**config.mk**
```make
export PLATFORM = sky130hd
export DESIGN_NAME = bvs_queue
export DESIGN_NICKNAME = d
export VERILOG_FILES = /design/src/hdl/bvs_pkg.sv /design/src/hdl/bvs_queue.sv
export VERILOG_INCLUDE_DIRS = /design/src /design/src/hdl
export SDC_FILE = /design/constraint.sdc
export NUM_CORES = 1
export LEC_CHECK = 0
export BUFFER_PORTS_ARGS = -buffer_cell sky130_fd_sc_hd__clkbuf_2
export CAP_MARGIN = 0
export CELL_PAD_IN_SITES_DETAIL_PLACEMENT = 1
export CELL_PAD_IN_SITES_GLOBAL_PLACEMENT = 2
export CORE_ASPECT_RATIO = 1.1
export CORE_MARGIN = 1.5
export CORE_UTILIZATION = 30
export DETAILED_ROUTE_END_ITERATION = 6
export PLACE_DENSITY = 0.59
export SLEW_MARGIN = 10
export SYNTH_ARGS = -nofsm -noshare
export SYNTH_HDL_FRONTEND = slang
export SYNTH_SLANG_ARGS = --single-unit
```
**constraint.sdc**
```tcl
create_clock -name clk -period 4.05 [get_ports clk]
set_clock_uncertainty 0.15 [all_clocks]
set_input_delay 0.6075 -clock clk [delete_from_list [all_inputs] [get_ports clk]]
set_output_delay 0.6075 -clock clk [all_outputs]
set_load 0.005 [all_outputs]
```
**src/hdl/assert_macros.svh**
```systemverilog
// Assertion helpers shared by the RTL files.
// Both macros expect a clock named clk and a reset named rst in scope.
`ifndef ASSERT_MACROS_SVH
`define ASSERT_MACROS_SVH

// Checks a property on every rising clock edge outside reset.
`define ASSERT_CLK(label, prop, msg) \
  label: assert property (@(posedge clk) disable iff (rst) prop) else $error(msg);

// Checks that a condition never holds outside reset.
`define ASSERT_NEVER(label, cond, msg) \
  label: assert property (@(posedge clk) disable iff (rst) !(cond)) else $error(msg);

`endif

```
**src/hdl/bvs_pkg.sv**
```systemverilog
// ----------------------------------------------------------------------------
// Bitplane video scan-out package
// Shared widths, command types, register indexes and the fixed palettes.
// ----------------------------------------------------------------------------
package bvs_pkg;

  // Video store geometry.
  localparam int STORE_BYTES = 16384;
  localparam int STORE_AW    = $clog2(STORE_BYTES);

  // Command queue between the front and back parts.
  localparam int QUEUE_DEPTH = 4;
  localparam int QUEUE_AW    = $clog2(QUEUE_DEPTH);

  // Field widths.
  localparam int ROW_W   = 8;
  localparam int GROUP_W = 6;
  localparam int DATA_W  = 8;
  localparam int RGB_W   = 24;
  localparam int PAL_W   = 3;
  localparam int CFG_IW  = 2;
  localparam int CFG_DW  = 8;
  localparam int PIX_CW  = 3;

  // Register indexes of the configuration port.
  typedef enum logic [CFG_IW-1:0] {
    REG_COLOR_MODE     = 2'd0,
    REG_PALETTE_SELECT = 2'd1,
    REG_SCROLL_OFFSET  = 2'd2
  } cfg_reg_t;

  // Kind of work carried out by the back part.
  typedef enum logic {
    CMD_WRITE  = 1'b0,
    CMD_RENDER = 1'b1
  } cmd_kind_t;

  // One classified command.
  typedef struct packed {
    cmd_kind_t           kind;
    logic [STORE_AW-1:0] addr_a;
    logic [STORE_AW-1:0] addr_b;
    logic [DATA_W-1:0]   data;
    logic                color;
    logic [PAL_W-1:0]    pal;
  } cmd_t;

  // Four-entry color palettes, indexed by {high plane bit, low plane bit}.
  localparam logic [RGB_W-1:0] COLOR_PAL [8][4] = '{
    '{24'h000000, 24'hFF0000, 24'h00FF00, 24'h0000FF},
    '{24'hFFFFFF, 24'hFF0000, 24'h00FF00, 24'h0000FF},
    '{24'h00FF00, 24'hBF00FF, 24'hFF0000, 24'hFFFF00},
    '{24'h000000, 24'h00FFFF, 24'h00FF00, 24'hFFFFFF},
    '{24'h000000, 24'hFFFF00, 24'h00FF00, 24'h0000FF},
    '{24'h000000, 24'hFF0000, 24'h0000FF, 24'hFFFF00},
    '{24'hFF0000, 24'hFFFF00, 24'hFFFFFF, 24'h0000FF},
    '{24'h000000, 24'h000000, 24'h000000, 24'h000000}
  };

  // Two-entry mono palettes.
  localparam logic [RGB_W-1:0] MONO_PAL [8][2] = '{
    '{24'hFFFFFF, 24'h000000},
    '{24'h00007F, 24'h00FF00},
    '{24'hFF0000, 24'h7F0000},
    '{24'hCF00CF, 24'h0000FF},
    '{24'h007F00, 24'hBF00FF},
    '{24'h004B96, 24'hFFFF00},
    '{24'hFF4000, 24'h000000},
    '{24'h7F7F7F, 24'h7F7F7F}
  };

endpackage

```
**src/hdl/bvs_queue.sv**
```systemverilog
// ----------------------------------------------------------------------------
// Bitplane video scan-out command queue
// Small in-order queue that lets the front and back parts stall on their own.
// ----------------------------------------------------------------------------
`include "assert_macros.svh"

module bvs_queue (
  input  logic          clk,
  input  logic          rst,
  input  logic          push,
  input  bvs_pkg::cmd_t push_cmd,
  output logic          full,
  input  logic          pop,
  output bvs_pkg::cmd_t head,
  output logic          empty
);
  import bvs_pkg::*;

  localparam int CNT_W = QUEUE_AW + 1;

  cmd_t                entries [QUEUE_DEPTH];
  logic [QUEUE_AW-1:0] wr_ptr;
  logic [QUEUE_AW-1:0] rd_ptr;
  logic [CNT_W-1:0]    count;

  assign full  = (count == CNT_W'(QUEUE_DEPTH));
  assign empty = (count == '0);
  assign head  = entries[rd_ptr];

  // Entry storage.
  always_ff @(posedge clk) begin
    if (push) begin
      entries[wr_ptr] <= push_cmd;
    end
  end

  // Pointers and fill count.
  always_ff @(posedge clk) begin
    if (rst) begin
      wr_ptr <= '0;
      rd_ptr <= '0;
      count  <= '0;
    end else begin
      if (push) begin
        wr_ptr <= wr_ptr + 1'b1;
      end
      if (pop) begin
        rd_ptr <= rd_ptr + 1'b1;
      end
      if (push && !pop) begin
        count <= count + 1'b1;
      end else if (pop && !push) begin
        count <= count - 1'b1;
      end
    end
  end

  `ASSERT_NEVER(a_no_overflow, push && full, "queue pushed while full")
  `ASSERT_NEVER(a_no_underflow, pop && empty, "queue popped while empty")

endmodule

```
==> results of run 1 <==
-- final cells by class --
type | count | area (um^2) | area share, %
Timing Repair Buffer | 92 | 473 | 6.14
Clock inverter | 13 | 149 | 1.93
Multi-Input combinational cell | 71 | 1160 | 15.1
Sequential cell | 173 | 5110 | 66.4
Clock buffer | 19 | 433 | 5.62
Tap cell | 285 | 357 | 4.63
Inverter | 4 | 15.0 | 0.195
-- critical path, delay by kind of cell, from the launching register on --
family | cells | cell delay (ns)
mux | 1 | 0.66
buf+inv | 1 | 0.13
flops | 1 | 0.94
-- sequential cells by signal, summed over array words and instances, names as in the netlist, named ones only --
register	cells
entries	164
count	3
rd_ptr	2
wr_ptr	2
-- per-stage QoR --
| step | cell area [um^2] | worst slack, ns | utilization [%] |
|---|---|---|---|
| floorplan | 6400 | 1.90 | - |
| global placement | 7120 | 1.47 | 34.4 |
| detailed placement | 7120 | 1.45 | 34.4 |
| CTS | 7700 | 0.989 | 37.2 |
| global route | 7700 | 0.898 | 37.2 |
| finish | 7700 | 1.12 | 37.2 |
-- cell usage in the layout, fill, tap and decap left out --
master,netlist,routed
a21oi_1,1,1
and2_2,0,4
buf_4,0,5
bufinv_16,0,3
clkbuf_1,1,2
clkbuf_16,0,17
clkbuf_2,0,87
clkinv_1,0,3
clkinv_2,0,3
clkinv_4,0,2
clkinvlp_4,0,2
dfxtp_1,9,7
dfxtp_2,0,1
dfxtp_4,0,1
edfxtp_1,164,164
fa_1,1,1
ha_1,5,5
inv_1,4,4
mux2i_1,2,2
mux4_1,1,1
mux4_2,40,40
nand2_1,1,1
nor2_1,7,7
nor3_1,1,1
nor3b_1,1,1
o21ai_0,1,1
or3_1,1,1
xnor2_1,2,2
xor2_1,3,3
-- layer usage --
layer | part of all wire, % | GRT usage, %
met5 | 0 | 0
met4 | 1.3 | 4.27
met3 | 5.6 | 4.36
met2 | 51 | 19.6
met1 | 42 | 13.8
-- power by group --
group          switching (mW)  internal, mW
clock                   0.630         0.961
sequential             0.0564          2.05
combinational           0.154         0.171
total                   0.840          3.18
-- Yosys cell counts (2+ instances only) --
cell type / n / area share, %
buf_2: 4 / 0.31
xor2_1: 3 / 0.41
dfxtp_1: 9 / 2.8
xnor2_1: 2 / 0.27
edfxtp_1: 164 / 77
ha_1: 5 / 0.98
and2_1: 4 / 0.39
inv_1: 4 / 0.23
mux2i_1: 2 / 0.31
mux4_2: 40 / 14
buf_12: 4 / 1.3
nor2_1: 7 / 0.41
-- worst min path at each step --
stage	from	endpoint	slack, ns	depth (start not counted)
after floorplan	count[2]	count[2]	0.32	2
after global placement	count[2]	count[2]	0.34	2
after detailed placement	count[2]	count[2]	0.35	2
after CTS	push_cmd[14]	entries[3][14]	0.23	1
after global routing	push_cmd[29]	entries[0][29]	0.24	1
final	push_cmd[14]	entries[3][14]	0.25	1
-- cell families after synthesis --
group	count (synthesis)
fa+ha+maj	6
compound gates	2
buf+inv	15
xor+xnor	5
mux	43
flops	173
simple gates	15
==> results.toml, run 1 <==
[status]
status = "complete, no violations"

[routing]
post_drt_wl_per_cell_um = 18.3
wl_mm = 12.1
ant_nets = 0
drc = 0
routed-via-count = 2878
drt_iter0_drc = 145
vias_per_cell = 4.38
drt-pass1-iter-count = 4

[setup_path]
crit_required_ns = 3.29
cpPeakStageDelay_ns = 0.94
endpoint = "head[36]"
cpMaxStageDelayCell = "dfxtp_4"
end_kind = "output pin"
r2r_start = "wr_ptr[0]"
r2r_slack_ns = 1.88
cp.arrival_ns = 2.18
startpoint_type = "register"
crit_fanout = 41
path_cells = "mux4_1 > clkbuf_2"
r2r_end = "entries[0][10]"
r2r_cells = 4
crit_type = "register to output pin"

[synth]
synth-xor-area-share_pct = 0.685
ys_warn_count = 0
synth_area_mm2 = 0.00640
synthArstFlopShare_pct = 0
synth_nets = 310
synth_compound_area_share_pct = 0.156
synth_edf_count = 164
syn_area_per_cell_um2 = 24.7
synth-main-ff-cell = "edfxtp_1"
yosysUniqueCellTypes = 23
synth-simple-area-share_pct = 1.15
synth_mux_area_share_pct = 14.8
seq_area_frac_synth_pct = 79.8
synth_cells = 259
synth_fa_ha_area_share_pct = 1.29
synth_top_family_by_area = "multiplexers"
ys_seq_elements = 173

[floorplanning]
die_x_um = 142
die_y_um = 156
start_util_pct = 30.9
io_pins = 88
coreArea_mm2 = 0.0207
die_area_mm2 = 0.0222
rows = 55

[sta]
tightest_slew_ns = 0.903
setup_viol = 0
drv_slew = 0
hold_violations = 0
fmax_mhz = 341
min_period_ns = 2.93
fin_setup_tns_ns = 0
fin_crit_sh_pct = 72.4
whs_ns = 0.254
grt_setup_unrepaired = "no"
relSlewSlack_pct = 39.8

[placement]
io_buffers = 87
dp_hpwl_mm = 7.19
gp_congestion = 0.692
placed_cells = 625

[global_routing]
grt.overflow.total = 0
grt_pass1_vias = 3184
grt_max_degree = 42
grt_pass1_wl_mm = 18.4
track_usage_pct = 11.7
antenna_found_initial = 0

[clock_tree]
cts.repair.resized = 0
clockRootBuffer = "clkbuf_16"
clkTransAtPathRegs_ns = 0.06
clk_path_buf_depth = 2
clock-sinks = 173
cts_tree = "built"
cts_made_buffers = 17
postCtsHoldBufs = 0
cts_setup_buffers = 0
clk_latency_ns = 0.42
cts-htree-levels = 4

[pwr]
vdd_drop_max_v = 0.000285
power_mw = 4.02
leakagePower_nw = 2.60
powerDensity_mw_per_mm2 = 523

[flow_run]
cap_violations = 0

[final_layout]
fin_nets = 410
n_antenna_cell = 0
nFillCells = 2028
fin_cells = 657
syn_to_final_growth_pct = 20.4
drive_gt1_share_pct = 44.4

[min_path]
hold_path.class = "primary input to register"
No activity file was read; power rests on OpenSTA's default activity.
==> inputs of run 2 (changes only) <==
PLACE_DENSITY = 0.61   (was 0.59)
clock period = 2.5 ns   (was 4.05 ns; I/O delays follow)
==> results.toml, run 2 (synthesis results as in run 1) <==
[status]
status = "complete, no violations"

[setup_path]
r2r_start = "count[0]"
r2r_end = "count[2]"
r2r_slack_ns = 0.83
crit_type = "register to output pin"
end_kind = "output pin"
crit_required_ns = 1.98
r2r_cells = 4
crit_fanout = 21
startpoint_type = "register"
cp.arrival_ns = 1.84

[min_path]
holdPathEnd = "entries[3][21]"
hold_path.class = "primary input to register"
min_path_cells = 1
min_from = "push_cmd[21]"

[final_layout]
n_antenna_cell = 0
nFillCells = 2006
top_register = "entries"
final_cell_mix = "edfxtp_1 (164), clkbuf_2 (87), mux4_2 (40)"
fin_nets = 415
drive_gt1_share_pct = 46.2
fin_cells = 662
top_regs = "entries x164, count x3"
syn_to_final_growth_pct = 21.7
final_area_mm2 = 0.00778
largest_reg_flops = 164
final_common_cell = "edfxtp_1"

[sta]
setup_viol = 0
fmax_mhz = 423
fin_setup_tns_ns = 0
hold_violations = 0
fin_crit_sh_pct = 94.6
relSlewSlack_pct = 68.3
drv_slew = 0
tightest_slew_ns = 0.476
min_period_ns = 2.37
grt_setup_unrepaired = "no"

[routing]
wl_mm = 12.2
post_drt_wl_per_cell_um = 18.4
top_layer = "met4"
drt-pass1-iter-count = 4
routed-via-count = 2903
wirelength_met1_mm = 5.09
wl_met3_um = 571
drt_iter0_drc = 152
ant_nets = 0
vias_per_cell = 4.39
drc = 0
met2_length_mm = 6.39

[global_routing]
grt.overflow.total = 0
grt_max_degree = 42
track_usage_pct = 11.6
grt_pass1_wl_mm = 18.5
grt_pass1_vias = 3205
antenna_found_initial = 0

[clock_tree]
clockRootBuffer = "clkbuf_16"
clk_latency_ns = 0.41
postCtsHoldBufs = 0
cts_made_buffers = 17
cts-htree-levels = 4
cts.repair.resized = 0
clock-sinks = 173
cts_setup_buffers = 0
clkTransAtPathRegs_ns = 0.06
clk_path_buf_depth = 2
cts_tree = "built"

[placement]
dp_hpwl_mm = 7.45
placed_cells = 630
gp_congestion = 0.645
io_buffers = 87
placed_area_mm2 = 0.00720

[flow_run]
cap_violations = 0

[floorplanning]
io_pins = 88
start_util_pct = 30.9
coreArea_mm2 = 0.0207
die_y_um = 156
die_area_mm2 = 0.0222
rows = 55
die_x_um = 142

[pwr]
vdd_drop_max_v = 0.000428
p_seq_share_pct = 52.2
p_int_mw = 5.09
powerDensity_mw_per_mm2 = 832
combPwrFrac_pct = 9.1
power_mw = 6.47
pwr-share-clk_pct = 38.7
leakagePower_nw = 2.64
switching_share_pct = 21.4
p_sw_mw = 1.39
[run 2: worst max path at each step]
| stage | slack (ns) | depth (start not counted) | to | startpoint |
|---|---|---|---|---|
| floorplan | 0.41 | 3 | entries[2][0] | wr_ptr[0] |
| global placement | 0.51 | 7 | count[2] | push |
| detailed placement | 0.44 | 7 | count[2] | push |
| CTS | 0.07 | 3 | head[36] | register |
| global route | 0.02 | 3 | head[36] | register |
| finish | 0.13 | 3 | head[36] | register |
[run 2: power by group through the flow]
stage	clock [mW]	sequential, mW	combinational (mW)
after floorplan	0	3.42	0.361
after global placement	0	3.43	0.601
after detailed placement	0	3.44	0.617
after CTS	2.57	3.38	0.619
after global routing	2.67	3.39	0.652
final	2.50	3.38	0.592
[run 2: metal layers]
metal	global-route usage, %	vias to the layer above
li1	-	1290
met5	0	-
met4	3.53	0
met3	4.24	10
met2	19.9	59
met1	13.4	1544
[run 2: cell type report]
type | count | area (um^2) | share of cell area (%)
clock buffer | 23 | 520 | 6.69
inverter | 4 | 15.0 | 0.193
clock inverter | 9 | 56.3 | 0.724
multi-input combinational | 71 | 1160 | 14.9
tap | 285 | 357 | 4.58
sequential | 173 | 5110 | 65.7
timing repair buffer | 97 | 561 | 7.20
[run 2: per-stage QoR]
stage | setup WS, ns | utilization [%] | hold WS (ns)
6_report | 0.135 | 37.6 | 0.0289
5_1_grt | 0.0197 | 37.6 | 0.00518
4_1_cts | 0.0722 | 37.6 | 0.00298
3_5_place_dp | 0.438 | 34.8 | 0.369
3_3_place_gp | 0.508 | 34.8 | 0.337
2_1_floorplan | 0.415 | - | 0.316
[run 2: worst max-delay path, stage by stage (launching register included)]
cell	delay, ns
dfxtp_4	0.46
buf_12	0.24
mux4_1	0.57
clkbuf_2	0.13
