**src/hdl/assert_macros.svh**
```systemverilog
// Assertion helpers shared by the RTL files.
// Both macros expect a clock named clk and a reset named rst in scope.
`ifndef ASSERT_MACROS_SVH
`define ASSERT_MACROS_SVH

// Checks a property on every rising clock edge outside reset.
`define ASSERT_CLK(label, prop, msg) \
  label: assert property (@(posedge clk) disable iff (rst) prop) else $error(msg);

// Checks that a condition never holds outside reset.
`define ASSERT_NEVER(label, cond, msg) \
  label: assert property (@(posedge clk) disable iff (rst) !(cond)) else $error(msg);

`endif

```
**src/hdl/bvs_pkg.sv**
```systemverilog
// ----------------------------------------------------------------------------
// Bitplane video scan-out package
// Shared widths, command types, register indexes and the fixed palettes.
// ----------------------------------------------------------------------------
package bvs_pkg;

  // Video store geometry.
  localparam int STORE_BYTES = 16384;
  localparam int STORE_AW    = $clog2(STORE_BYTES);

  // Command queue between the front and back parts.
  localparam int QUEUE_DEPTH = 4;
  localparam int QUEUE_AW    = $clog2(QUEUE_DEPTH);

  // Field widths.
  localparam int ROW_W   = 8;
  localparam int GROUP_W = 6;
  localparam int DATA_W  = 8;
  localparam int RGB_W   = 24;
  localparam int PAL_W   = 3;
  localparam int CFG_IW  = 2;
  localparam int CFG_DW  = 8;
  localparam int PIX_CW  = 3;

  // Register indexes of the configuration port.
  typedef enum logic [CFG_IW-1:0] {
    REG_COLOR_MODE     = 2'd0,
    REG_PALETTE_SELECT = 2'd1,
    REG_SCROLL_OFFSET  = 2'd2
  } cfg_reg_t;

  // Kind of work carried out by the back part.
  typedef enum logic {
    CMD_WRITE  = 1'b0,
    CMD_RENDER = 1'b1
  } cmd_kind_t;

  // One classified command.
  typedef struct packed {
    cmd_kind_t           kind;
    logic [STORE_AW-1:0] addr_a;
    logic [STORE_AW-1:0] addr_b;
    logic [DATA_W-1:0]   data;
    logic                color;
    logic [PAL_W-1:0]    pal;
  } cmd_t;

  // Four-entry color palettes, indexed by {high plane bit, low plane bit}.
  localparam logic [RGB_W-1:0] COLOR_PAL [8][4] = '{
    '{24'h000000, 24'hFF0000, 24'h00FF00, 24'h0000FF},
    '{24'hFFFFFF, 24'hFF0000, 24'h00FF00, 24'h0000FF},
    '{24'h00FF00, 24'hBF00FF, 24'hFF0000, 24'hFFFF00},
    '{24'h000000, 24'h00FFFF, 24'h00FF00, 24'hFFFFFF},
    '{24'h000000, 24'hFFFF00, 24'h00FF00, 24'h0000FF},
    '{24'h000000, 24'hFF0000, 24'h0000FF, 24'hFFFF00},
    '{24'hFF0000, 24'hFFFF00, 24'hFFFFFF, 24'h0000FF},
    '{24'h000000, 24'h000000, 24'h000000, 24'h000000}
  };

  // Two-entry mono palettes.
  localparam logic [RGB_W-1:0] MONO_PAL [8][2] = '{
    '{24'hFFFFFF, 24'h000000},
    '{24'h00007F, 24'h00FF00},
    '{24'hFF0000, 24'h7F0000},
    '{24'hCF00CF, 24'h0000FF},
    '{24'h007F00, 24'hBF00FF},
    '{24'h004B96, 24'hFFFF00},
    '{24'hFF4000, 24'h000000},
    '{24'h7F7F7F, 24'h7F7F7F}
  };

endpackage

```
**src/hdl/bvs_if.sv**
```systemverilog
// ----------------------------------------------------------------------------
// Bitplane video scan-out channel interfaces
// Input item, pixel result and configuration write channels.
// ----------------------------------------------------------------------------

// Input items: store writes and render requests.
interface bvs_item_if;
  import bvs_pkg::*;
  logic               valid;
  logic               ready;
  logic               action;
  logic [STORE_AW-1:0] store_address;
  logic [DATA_W-1:0]  store_data;
  logic [ROW_W-1:0]   screen_row;
  logic [GROUP_W-1:0] group_column;

  modport source (output valid, action, store_address, store_data, screen_row,
                  group_column, input ready);
  modport sink   (input valid, action, store_address, store_data, screen_row,
                  group_column, output ready);
endinterface


// Configuration register writes.
interface bvs_cfg_if;
  import bvs_pkg::*;
  logic              valid;
  logic              ready;
  logic [CFG_IW-1:0] index;
  logic [CFG_DW-1:0] data;

  modport source (output valid, index, data, input ready);
  modport sink   (input valid, index, data, output ready);
endinterface

```
**src/hdl/bvs_front.sv**
```systemverilog
// ----------------------------------------------------------------------------
// Bitplane video scan-out front end
// Holds the configuration registers, accepts items and turns each one into a
// store write or a render command with its fetch addresses resolved.
// ----------------------------------------------------------------------------
module bvs_front (
  input  logic          clk,
  input  logic          rst,
  bvs_item_if.sink      item,
  bvs_cfg_if.sink       cfg,
  input  logic          q_full,
  output logic          q_push,
  output bvs_pkg::cmd_t q_cmd
);
  import bvs_pkg::*;

  logic             color_mode;
  logic [PAL_W-1:0] palette_select;
  logic [ROW_W-1:0] scroll_offset;
  logic [ROW_W-1:0] src_row;

  // Configuration registers; unknown indexes are ignored.
  assign cfg.ready = 1'b1;

  always_ff @(posedge clk) begin
    if (rst) begin
      color_mode     <= 1'b0;
      palette_select <= '0;
      scroll_offset  <= '0;
    end else if (cfg.valid) begin
      case (cfg.index)
        REG_COLOR_MODE:     color_mode     <= cfg.data[0];
        REG_PALETTE_SELECT: palette_select <= cfg.data[PAL_W-1:0];
        REG_SCROLL_OFFSET:  scroll_offset  <= cfg.data[ROW_W-1:0];
        default: ;
      endcase
    end
  end

  // Source row wraps modulo 256 by the natural width of the sum.
  assign src_row = item.screen_row + scroll_offset;

  // An item is taken whenever the queue has room.
  assign item.ready = !q_full;
  assign q_push     = item.valid && !q_full;

  // Classify the item and build the fetch addresses.
  always_comb begin
    q_cmd       = '0;
    q_cmd.data  = item.store_data;
    q_cmd.color = color_mode;
    q_cmd.pal   = palette_select;
    if (item.action) begin
      q_cmd.kind = CMD_RENDER;
      if (color_mode) begin
        // High plane at src + 0x200 * group, low plane 0x100 above it.
        q_cmd.addr_a = {item.group_column[GROUP_W-2:0], 1'b0, src_row};
        q_cmd.addr_b = {item.group_column[GROUP_W-2:0], 1'b1, src_row};
      end else begin
        q_cmd.addr_a = {item.group_column, src_row};
        q_cmd.addr_b = {item.group_column, src_row};
      end
    end else begin
      q_cmd.kind   = CMD_WRITE;
      q_cmd.addr_a = item.store_address;
      q_cmd.addr_b = item.store_address;
    end
  end

endmodule

```
**src/flat_wrapper.sv**
```systemverilog
// flat-port wrapper written by rule: the top's interface ports become plain ports
module bvs_front_flat import bvs_pkg::*;
  (clk, rst, q_full, q_push, q_cmd, item_valid, item_action, item_store_address, item_store_data, item_screen_row, item_group_column, item_ready, cfg_valid, cfg_index, cfg_data, cfg_ready);
  bvs_item_if item_i ();
  bvs_cfg_if cfg_i ();
  input  logic clk;
  input  logic rst;
  input  logic q_full;
  output logic q_push;
  output bvs_pkg::cmd_t q_cmd;
  input wire logic [$bits(item_i.valid)-1:0] item_valid;
  input wire logic [$bits(item_i.action)-1:0] item_action;
  input wire logic [$bits(item_i.store_address)-1:0] item_store_address;
  input wire logic [$bits(item_i.store_data)-1:0] item_store_data;
  input wire logic [$bits(item_i.screen_row)-1:0] item_screen_row;
  input wire logic [$bits(item_i.group_column)-1:0] item_group_column;
  output wire logic [$bits(item_i.ready)-1:0] item_ready;
  input wire logic [$bits(cfg_i.valid)-1:0] cfg_valid;
  input wire logic [$bits(cfg_i.index)-1:0] cfg_index;
  input wire logic [$bits(cfg_i.data)-1:0] cfg_data;
  output wire logic [$bits(cfg_i.ready)-1:0] cfg_ready;
  assign item_i.valid = item_valid;
  assign item_i.action = item_action;
  assign item_i.store_address = item_store_address;
  assign item_i.store_data = item_store_data;
  assign item_i.screen_row = item_screen_row;
  assign item_i.group_column = item_group_column;
  assign item_ready = item_i.ready;
  assign cfg_i.valid = cfg_valid;
  assign cfg_i.index = cfg_index;
  assign cfg_i.data = cfg_data;
  assign cfg_ready = cfg_i.ready;
  bvs_front u_core (.clk(clk), .rst(rst), .item(item_i), .cfg(cfg_i), .q_full(q_full), .q_push(q_push), .q_cmd(q_cmd));
endmodule
```
**config.mk**
```make
export PLATFORM = sky130hd
export DESIGN_NAME = bvs_front_flat
export DESIGN_NICKNAME = d
export VERILOG_FILES = /design/src/hdl/assert_macros.svh /design/src/hdl/bvs_pkg.sv /design/src/hdl/bvs_if.sv /design/src/hdl/bvs_front.sv /design/src/flat_wrapper.sv
export SDC_FILE = /design/constraint.sdc
export NUM_CORES = 1
export LEC_CHECK = 0
export BUFFER_PORTS_ARGS = -buffer_cell sky130_fd_sc_hd__buf_2
export CAP_MARGIN = 20
export CORE_UTILIZATION = 42
export DETAILED_ROUTE_END_ITERATION = 8
export PLACE_DENSITY = 0.94
export RECOVER_POWER = 50
export SLEW_MARGIN = 0
export SYNTH_ARGS = -nofsm -noshare
export SYNTH_HDL_FRONTEND = slang
export SYNTH_SLANG_ARGS = --single-unit
export TNS_END_PERCENT = 10
```
**constraint.sdc**
```tcl
create_clock -name clk -period 2.9 [get_ports clk]
set_input_delay 0.29 -clock clk [delete_from_list [all_inputs] [get_ports clk]]
set_output_delay 0.29 -clock clk [all_outputs]
set_load 0.05 [all_outputs]
```
==> results of run 1 <==
-- worst max path at each step --
stage / from / to / slack, ns
after floorplan: u_core.scroll_offset[1]$_SDFFE_PP0P_ / q_cmd[31] / -0.07
after global placement: item_screen_row[0] / q_cmd[18] / 0.68
after detailed placement: item_screen_row[0] / q_cmd[18] / 0.58
after CTS: u_core.scroll_offset[0]$_SDFFE_PP0P_ / q_cmd[18] / 0.39
after global routing: item_action / q_cmd[31] / 0.15
final: item_action / q_cmd[17] / 0.34
-- metal layers --
layer | track usage | vias up | routed length (um)
li1 | - | 611 | -
met1 | 0.199 | 521 | 1090
met2 | 0.303 | 42 | 1250
met3 | 0.0258 | 6 | 143
met4 | 0.0571 | 0 | 34
met5 | 0 | - | 0
-- power by group through the flow --
stage / Sequential, W / Combinational (W) / Clock, W
after detailed placement: 0.000179 / 0.000316 / 0
after global placement: 0.000179 / 0.000311 / 0
after floorplan: 0.000182 / 0.000291 / 0
after global routing: 0.000176 / 0.000332 / 0.000145
after CTS: 0.000175 / 0.000316 / 0.000137
final: 0.000175 / 0.000314 / 0.000134
-- layout make-up --
cell class	count	area share
Sequential cell	12	0.165
Inverter	7	0.0180
Timing Repair Buffer	78	0.260
Tap cell	31	0.0266
Clock buffer	4	0.0249
Multi-Input combinational cell	102	0.506
-- per-stage QoR --
| stage | hold WS [ns] | cell area [um2] | setup WS, ns | std cells |
|---|---|---|---|---|
| 2_1_floorplan | 0.362 | 1210 | -0.0687 | 151 |
| 3_3_place_gp | 0.477 | 1430 | 0.679 | 230 |
| 6_report | 0.244 | 1460 | 0.345 | 234 |
| 3_5_place_dp | 0.483 | 1430 | 0.585 | 230 |
| 5_1_grt | 0.264 | 1460 | 0.154 | 234 |
| 4_1_cts | 0.240 | 1470 | 0.388 | 234 |
-- cells by family (layout without fill, tap and decap cells) --
kind of cell | after synthesis | count (layout) | synth area share
buffers and inverters | 37 | 89 | 0.194
flip-flops | 12 | 12 | 0.200
other | 1 | 1 | 0.00312
multiplexers | 19 | 19 | 0.160
AND/OR/NAND/NOR | 43 | 43 | 0.167
XOR/XNOR | 2 | 2 | 0.0146
AO/OA/AOI/OAI | 29 | 29 | 0.173
adder cells (fa/ha/maj) | 8 | 8 | 0.0895
-- flip-flops by register name, summed over array words and instances (netlist names) --
name and cells:
u_core.palette_select 3, u_core.scroll_offset 8, u_core.color_mode 1
-- worst min-delay path: stages --
cell and delay (ns):
buf_2 0.07, mux2i_1 0.05, nor2_1 0.07
-- placed cells by master, fill, tap and decap left out, types with 2 or more instances in the layout --
cell,instances
buf_2,69
o2bb2ai_1,2
nand2_1,8
o21ai_0,2
mux2_2,2
o31ai_1,2
a21oi_1,8
ha_1,7
nand3b_1,2
clkbuf_1,9
nor2b_1,3
a21o_1,2
o21a_1,2
nor2_1,21
dfxtp_1,12
o21bai_1,2
nor3_1,2
mux2i_1,17
inv_1,6
clkbuf_4,3
xnor2_1,2
==> results.py, run 1 <==
metrics = {
    "status": {
        "status": "complete, no violations",
    },
    "clock_network": {
        "cts_buffer_depth": 2,
        "ctsHoldBuffers": 0,
        "post_cts_buffers": 0,
        "root_buffer": "clkbuf_4",
        "clock-sinks": 12,
        "htree_levels": 1,
        "cts_resized": 0,
        "clk_pin_slew_ns": 0.08,
        "cts_made_buffers": 3,
        "cts_tree": "done",
        "worstSkewPairLatency_ns": 0.27,
    },
    "worst_setup_path": {
        "critPathCaptureType": "primary output",
        "path_buf_inv": 3,
        "path_cells": "clkbuf_1 -> inv_2 -> or3_1 -> o311a_1 -> o311ai_1 -> buf_2",
        "r2r-start": "u_core.color_mode$_SDFFE_PP0P_",
        "critical-path-slowest-cell": "clkbuf_1",
        "worstReg2RegEnd": "u_core.color_mode$_SDFFE_PP0P_",
        "startpoint_type": "primary input",
        "cp.depth": 6,
        "path_delay_family": "buffers and inverters",
        "max_stage_delay_ns": 0.73,
        "critPathMaxFanout": 26,
        "crit_type": "in -> out",
        "required_ns": 2.61,
        "r2r_cells": 2,
        "critical_path_arrival_ns": 2.27,
        "r2r_slack_ns": 2.03,
    },
    "power": {
        "pwr-share-comb": 0.504,
        "p_int_w": 0.000334,
        "powerDensity_nw_per_um2": 427,
        "power_frac_seq": 0.281,
        "vdd_drop_max_uv": 288,
        "power_switching_w": 0.000288,
        "p_sw_frac": 0.464,
        "total_power_w": 0.000622,
        "pwr-share-clk": 0.215,
        "p_leak_nw": 0.760,
    },
    "synth": {
        "yosys_most_used_dff": "dfxtp_1",
        "synth.avg_cell_area_um2": 7.96,
        "synthesis.instances": 151,
        "synth.most_common_cell": "buf_4",
        "syn_area_um2": 1200,
        "seq_area_frac_synth": 0.200,
        "ys_types": 40,
        "synth_edf_count": 0,
        "synthArstFlopShare": 0,
        "yosys-top-cells-area": "dfxtp_1, buf_4, mux2i_1",
        "synth_common_cells": "buf_4, nor2_1, mux2i_1",
        "ys_ff_latch": 12,
        "synth.net_count": 211,
        "synth.top_cell.area_share": 0.200,
        "ys_warn_count": 0,
        "synth_area_leader_cell": "dfxtp_1",
    },
    "sta": {
        "fin_skew_ns": 0,
        "min_period_over_period": 0.881,
        "setup_viol": 0,
        "tightest_slew_ns": 1.01,
        "setup_tns_ns": 0,
        "hold_viol": 0,
        "relSlewSlack": 0.330,
        "grt_setup_unrepaired": "no",
        "clock.fmax_ghz": 0.391,
        "post-route-min-period_ns": 2.56,
        "slew_viol_final": 0,
    },
    "detailed_routing": {
        "drt_drc_violations_left": 0,
        "drt_first_iter_violations": 38,
        "vias": 1180,
        "wirelength_um": 2520,
        "ant_nets": 0,
        "drt_pass1_iterations": 4,
        "routed_via_density": 5.04,
        "routedWlPerCell_um": 10.7,
    },
    "layout": {
        "layout-drive-gt1-share": 0.384,
        "multi_input_area_um2": 737,
        "n_antenna_cell": 0,
        "syn_to_final_growth_pct": 21.2,
        "utilization": 0.533,
        "final_nets": 264,
        "seq_area_um2": 240,
        "nFillCells": 284,
    },
    "floorplan": {
        "io_pins": 96,
        "core_um2": 2730,
        "fp.dieH_um": 55.5,
        "dieWidth_um": 55.5,
        "rows": 19,
        "design.die.area_um2": 3080,
        "start_util": 0.440,
    },
    "min_path": {
        "hold_path.startpoint": "cfg_data[6]",
        "whs_endpoint": "u_core.scroll_offset[6]$_SDFFE_PP0P_",
        "hold_depth": 3,
        "holdCritPathClass": "in -> reg",
    },
    "grt": {
        "grt_pass1_vias": 1060,
        "grt_first_pass_wirelength_um": 4260,
        "overflow": 0,
        "grtUsageTotal": 0.167,
        "grt_max_degree": 27,
        "antenna_found_initial": 0,
    },
    "place": {
        "gp_congestion": 0.751,
        "io_buffer_count": 78,
        "dp_hpwl_um": 2110,
    },
    "flow_run": {
        "drv_cap": 0,
    },
}
Power figures use the tool's default switching activity.
==> run 2: changes to the inputs <==
--- a/config.mk
+++ b/config.mk
@@ -7,9 +7,11 @@
 export LEC_CHECK = 0
 export BUFFER_PORTS_ARGS = -buffer_cell sky130_fd_sc_hd__buf_2
 export CAP_MARGIN = 20
-export CORE_UTILIZATION = 42
+export CELL_PAD_IN_SITES_DETAIL_PLACEMENT = 1
+export CELL_PAD_IN_SITES_GLOBAL_PLACEMENT = 1
+export CORE_UTILIZATION = 28
 export DETAILED_ROUTE_END_ITERATION = 8
-export PLACE_DENSITY = 0.94
+export PLACE_DENSITY = 0.95
 export RECOVER_POWER = 50
 export SLEW_MARGIN = 0
 export SYNTH_ARGS = -nofsm -noshare
==> run 2 against run 1 <==
  * Final cell count rose by 7.7%
  * Combinational power grew 2%
  * Register-to-register slack about the same
  * Clock skew stayed put
  * Clock power increased by 9.7%
  * Worst hold slack better by 0.037 ns
  * Non-clock buffer count unchanged
  * First-iteration DRC count fell by 50%
  * Fmax is 3.8% higher
  * Core utilization down 17 points
  * Setup slack improved by 0.095 ns
  * Sequential cell count is the same
  * Critical endpoint is now q_cmd[32]
  * Largest power group unchanged
  * Highest routed layer unchanged
==> results.py, run 2 (synthesis gave the netlist of run 1 again) <==
metrics = {
    "status": {
        "status": "complete, no violations",
    },
    "layout": {
        "nFillCells": 539,
        "largest-register": "u_core.scroll_offset",
        "top_regs": "u_core.scroll_offset x8, u_core.palette_select x3, u_core.color_mode x1",
        "layout-drive-gt1-share": 0.386,
        "final_area_um2": 1490,
        "final_cell_mix": "buf_2, nor2_1, mux2i_1",
        "syn_to_final_growth_pct": 23.7,
        "final_nets": 264,
        "largest_reg_flops": 8,
        "n_antenna_cell": 0,
        "final_common_cell": "buf_2",
    },
    "detailed_routing": {
        "top_layer_used": "met4",
        "drt_drc_violations_left": 0,
        "drt_first_iter_violations": 19,
        "routedWlPerCell_um": 13.3,
        "ant_nets": 0,
        "dr_wl_met3_um": 200,
        "drt-met1-wl_um": 1340,
        "routed_via_density": 4.89,
        "wl_met2_um": 1730,
        "drt_pass1_iterations": 4,
        "wirelength_um": 3350,
        "vias": 1233,
    },
    "worst_setup_path": {
        "critPathCaptureType": "primary output",
        "critPathMaxFanout": 3,
        "critical_path_arrival_ns": 2.17,
        "startpoint_type": "flip-flop",
        "crit_type": "reg -> out",
        "required_ns": 2.61,
    },
    "sta": {
        "min_period_over_period": 0.849,
        "grt_setup_unrepaired": "no",
        "slew_viol_final": 0,
        "setup_tns_ns": 0,
        "relSlewSlack": 0.606,
        "tightest_slew_ns": 0.594,
        "clock.fmax_ghz": 0.406,
        "post-route-min-period_ns": 2.46,
        "hold_viol": 0,
        "whs_ns": 0.281,
        "setup_viol": 0,
        "fin_skew_ns": 0,
    },
    "clock_network": {
        "cts_buffer_depth": 2,
        "worstSkewPairLatency_ns": 0.24,
        "ctsHoldBuffers": 0,
        "root_buffer": "clkbuf_8",
        "htree_levels": 1,
        "cts_resized": 0,
        "cts_made_buffers": 3,
        "post_cts_buffers": 0,
        "cts_tree": "done",
        "clk_pin_slew_ns": 0.05,
        "clock-sinks": 12,
    },
    "grt": {
        "overflow": 0,
        "grtUsageTotal": 0.148,
        "grt_first_pass_wirelength_um": 5140,
        "grt_pass1_vias": 1155,
        "antenna_found_initial": 0,
        "grt_max_degree": 27,
    },
    "power": {
        "total_power_w": 0.000643,
        "vdd_drop_max_uv": 212,
        "p_int_w": 0.000349,
        "p_leak_nw": 0.763,
        "pwr-share-comb": 0.498,
        "power_frac_seq": 0.274,
        "pwr-share-clk": 0.229,
        "power_switching_w": 0.000294,
        "powerDensity_nw_per_um2": 432,
        "p_sw_frac": 0.457,
    },
    "place": {
        "dp_hpwl_um": 2790,
        "io_buffer_count": 78,
        "dpl-instance-area_um2": 1460,
        "gp_congestion": 0.723,
    },
    "floorplan": {
        "io_pins": 96,
        "dieWidth_um": 67.5,
        "fp.dieH_um": 67.5,
        "core_um2": 4060,
        "design.die.area_um2": 4560,
        "rows": 23,
        "start_util": 0.296,
    },
    "min_path": {
        "holdCritPathClass": "in -> reg",
    },
    "flow_run": {
        "drv_cap": 0,
    },
}
==> run 2: cell types whose count changed in the layout (fill, tap and decap cells not counted) <==
cell / change
clkbuf_4: -3
clkbuf_1: -1
clkbuf_8: +2
buf_2: +1
==> run 2: final timing paths <==
kind | slack (ns) | cells after the start | end | from
setup reg to reg | 2.02 | 2 | u_core.color_mode$_SDFFE_PP0P_ | u_core.color_mode$_SDFFE_PP0P_
setup / recovery | 0.44 | 8 | q_cmd[32] | u_core.scroll_offset[0]$_SDFFE_PP0P_
hold reg to reg | 0.50 | 2 | u_core.scroll_offset[6]$_SDFFE_PP0P_ | u_core.scroll_offset[6]$_SDFFE_PP0P_
hold / removal | 0.28 | 3 | u_core.scroll_offset[6]$_SDFFE_PP0P_ | cfg_data[6]
==> run 2: area by class of cell <==
class | count | area [um2] | share of cell area
Tap cell | 50 | 62.6 | 0.0421
Timing Repair Buffer | 78 | 380 | 0.256
Sequential cell | 12 | 240 | 0.161
Clock buffer | 3 | 41.3 | 0.0278
Multi-Input combinational cell | 102 | 737 | 0.495
Inverter | 7 | 26.3 | 0.0177
==> run 2: power groups by stage <==
stage          logic, W  clock network (W)  registers, W
2_1_floorplan  0.000291                  0      0.000182
3_3_place_gp   0.000314                  0      0.000179
3_5_place_dp   0.000323                  0      0.000179
4_1_cts        0.000324           0.000154      0.000176
5_1_grt        0.000342           0.000159      0.000177
6_report       0.000320           0.000147      0.000176
==> run 2: worst max-delay path: stages (launching register included) <==
cell and delay [ns]:
dfxtp_1 0.31, ha_1 0.21, inv_1 0.08, fa_1 0.20
nor2b_1 0.07, o31ai_1 0.36, nand2_1 0.12, o311ai_2 0.26
buf_2 0.32
==> run 2: metal layers <==
layer | vias up | GRT usage
li1 | 607 | -
met1 | 567 | 0.169
met2 | 51 | 0.265
met3 | 8 | 0.0152
met4 | 0 | 0.0798
met5 | - | 0
==> run 2: through the flow <==
stage               utilization  setup slack, ns  cells
global placement          0.359            0.645    249
global route              0.367            0.288    252
finish                    0.367            0.439    252
detailed placement        0.359            0.577    249
floorplan                     -          -0.0687    151
CTS                       0.369            0.421    252
==> run 3: changes to the inputs <==
--- a/config.mk
+++ b/config.mk
@@ -9,9 +9,9 @@
 export CAP_MARGIN = 20
 export CELL_PAD_IN_SITES_DETAIL_PLACEMENT = 1
 export CELL_PAD_IN_SITES_GLOBAL_PLACEMENT = 1
-export CORE_UTILIZATION = 28
+export CORE_UTILIZATION = 26
 export DETAILED_ROUTE_END_ITERATION = 8
-export PLACE_DENSITY = 0.95
+export PLACE_DENSITY = 0.9
 export RECOVER_POWER = 50
 export SLEW_MARGIN = 0
 export SYNTH_ARGS = -nofsm -noshare
==> constraint.sdc (replaced) <==
create_clock -name clk -period 2.6 [get_ports clk]
set_input_delay 0.26 -clock clk [delete_from_list [all_inputs] [get_ports clk]]
set_output_delay 0.26 -clock clk [all_outputs]
set_load 0.05 [all_outputs]
==> run 3 against run 2 <==
  * Global-route usage down 1.9 points
  * Non-clock buffer count up 1
  * Clock-buffer cell count up 1
  * Critical path type unchanged
  * Core utilization down 2.5 points
  * Sequential cell count unchanged
  * Clock power up 37%
  * Largest cell class unchanged
  * Largest power group unchanged
  * Wire length down 5.7%
  * Power up 17%
==> results.py, run 3 (synthesis gave the netlist of run 1 again) <==
metrics = {
    "status": {
        "status": "complete, no violations",
    },
    "grt": {
        "grtUsageTotal": 0.129,
        "grt_pass1_vias": 1168,
        "overflow": 0,
        "grt_max_degree": 26,
        "grt_first_pass_wirelength_um": 5220,
        "antenna_found_initial": 0,
    },
    "clock_network": {
        "worstSkewPairLatency_ns": 0.24,
        "cts_resized": 0,
        "cts_tree": "done",
        "ctsHoldBuffers": 0,
        "cts_made_buffers": 3,
        "cts_buffer_depth": 2,
        "post_cts_buffers": 0,
        "clk_pin_slew_ns": 0.05,
        "htree_levels": 1,
        "root_buffer": "clkbuf_8",
        "clock-sinks": 12,
    },
    "floorplan": {
        "dieWidth_um": 70.0,
        "fp.dieH_um": 70.0,
        "design.die.area_um2": 4900,
        "start_util": 0.272,
        "rows": 24,
        "core_um2": 4410,
        "io_pins": 96,
    },
    "sta": {
        "tightest_slew_ns": 0.610,
        "hold_viol": 0,
        "setup_tns_ns": 0,
        "relSlewSlack": 0.595,
        "fin_skew_ns": 0,
        "grt_setup_unrepaired": "no",
        "post-route-min-period_ns": 2.41,
        "setup_viol": 0,
        "min_period_over_period": 0.927,
        "slew_viol_final": 0,
        "clock.fmax_ghz": 0.415,
        "whs_ns": 0.254,
    },
    "flow_run": {
        "drv_cap": 0,
    },
    "power": {
        "powerDensity_nw_per_um2": 498,
        "p_leak_nw": 0.773,
        "vdd_drop_max_uv": 383,
        "total_power_w": 0.000753,
    },
    "detailed_routing": {
        "ant_nets": 0,
        "vias": 1204,
        "routedWlPerCell_um": 12.3,
        "wirelength_um": 3160,
        "drt_first_iter_violations": 29,
        "drt_pass1_iterations": 4,
        "routed_via_density": 4.70,
        "drt_drc_violations_left": 0,
    },
    "place": {
        "gp_congestion": 0.725,
        "io_buffer_count": 78,
        "dp_hpwl_um": 2660,
    },
    "layout": {
        "final_cell_mix": "buf_2, nor2_1, mux2i_1",
        "layout-drive-gt1-share": 0.387,
        "nFillCells": 568,
        "largest_reg_flops": 8,
        "final_common_cell": "buf_2",
        "utilization": 0.342,
        "syn_to_final_growth_pct": 25.6,
        "final_nets": 265,
        "largest-register": "u_core.scroll_offset",
        "n_antenna_cell": 0,
        "top_regs": "u_core.scroll_offset x8, u_core.palette_select x3, u_core.color_mode x1",
    },
    "worst_setup_path": {
        "crit_type": "reg -> out",
        "critical_path_arrival_ns": 2.15,
        "critPathCaptureType": "primary output",
        "required_ns": 2.34,
        "startpoint_type": "flip-flop",
        "critPathMaxFanout": 3,
    },
    "min_path": {
        "holdCritPathClass": "in -> reg",
    },
}
-- run 3: cell types whose count changed in the layout (fill, tap and decap cells not counted), sizes merged --
cell / previous run / this run
clkbuf: 11 / 13
-- run 3: final cells by class --
type	instances	area (um2)	area share
flip-flops and latches	12	240	0.159
repair buffers	79	387	0.256
clock buffers	4	55.1	0.0365
inverters	7	26.3	0.0174
multi-input cells	102	737	0.488
well taps	52	65.1	0.0431
-- run 3: per-stage QoR --
step | setup slack, ns | std cells | instance area, um2
5_1_grt | 0.0335 | 256 | 1510
2_1_floorplan | -0.339 | 151 | 1210
3_3_place_gp | 0.405 | 252 | 1470
3_5_place_dp | 0.355 | 252 | 1470
6_report | 0.189 | 256 | 1510
4_1_cts | 0.168 | 256 | 1520
-- run 3: worst max-delay path, cell delays in order, from the launching register on --
cell      delay, ns
dfxtp_1        0.31
ha_1           0.21
inv_1          0.09
fa_1           0.20
nor2b_1        0.07
o31ai_1        0.34
nand2_1        0.12
o311ai_2       0.25
buf_2          0.31
-- run 3: layer usage --
metal  share of wire  wire [um]  track usage  up-vias
met3           0.064        202       0.0173        6
met5               0          0            0        -
met4           0.010         32       0.0356        0
met2            0.50       1570        0.237       46
li1                -          -            -      611
met1            0.43       1350        0.155      541
-- run 3: worst paths after layout --
kind / from / end / slack, ns / cells after the start
setup / recovery: u_core.scroll_offset[0]$_SDFFE_PP0P_ / q_cmd[18] / 0.19 / 8
hold / removal: cfg_data[7] / u_core.scroll_offset[7]$_SDFFE_PP0P_ / 0.25 / 3
setup reg to reg: u_core.color_mode$_SDFFE_PP0P_ / u_core.color_mode$_SDFFE_PP0P_ / 1.70 / 2
hold reg to reg: u_core.scroll_offset[2]$_SDFFE_PP0P_ / u_core.scroll_offset[2]$_SDFFE_PP0P_ / 0.50 / 2
-- run 3: power breakdown --
group / leakage, nW / internal (W) / switching [W]
logic: 0.646 / 0.0000981 / 0.000257
registers: 0.0975 / 0.000190 / 0.00000552
clock network: 0.0288 / 0.000134 / 0.0000678
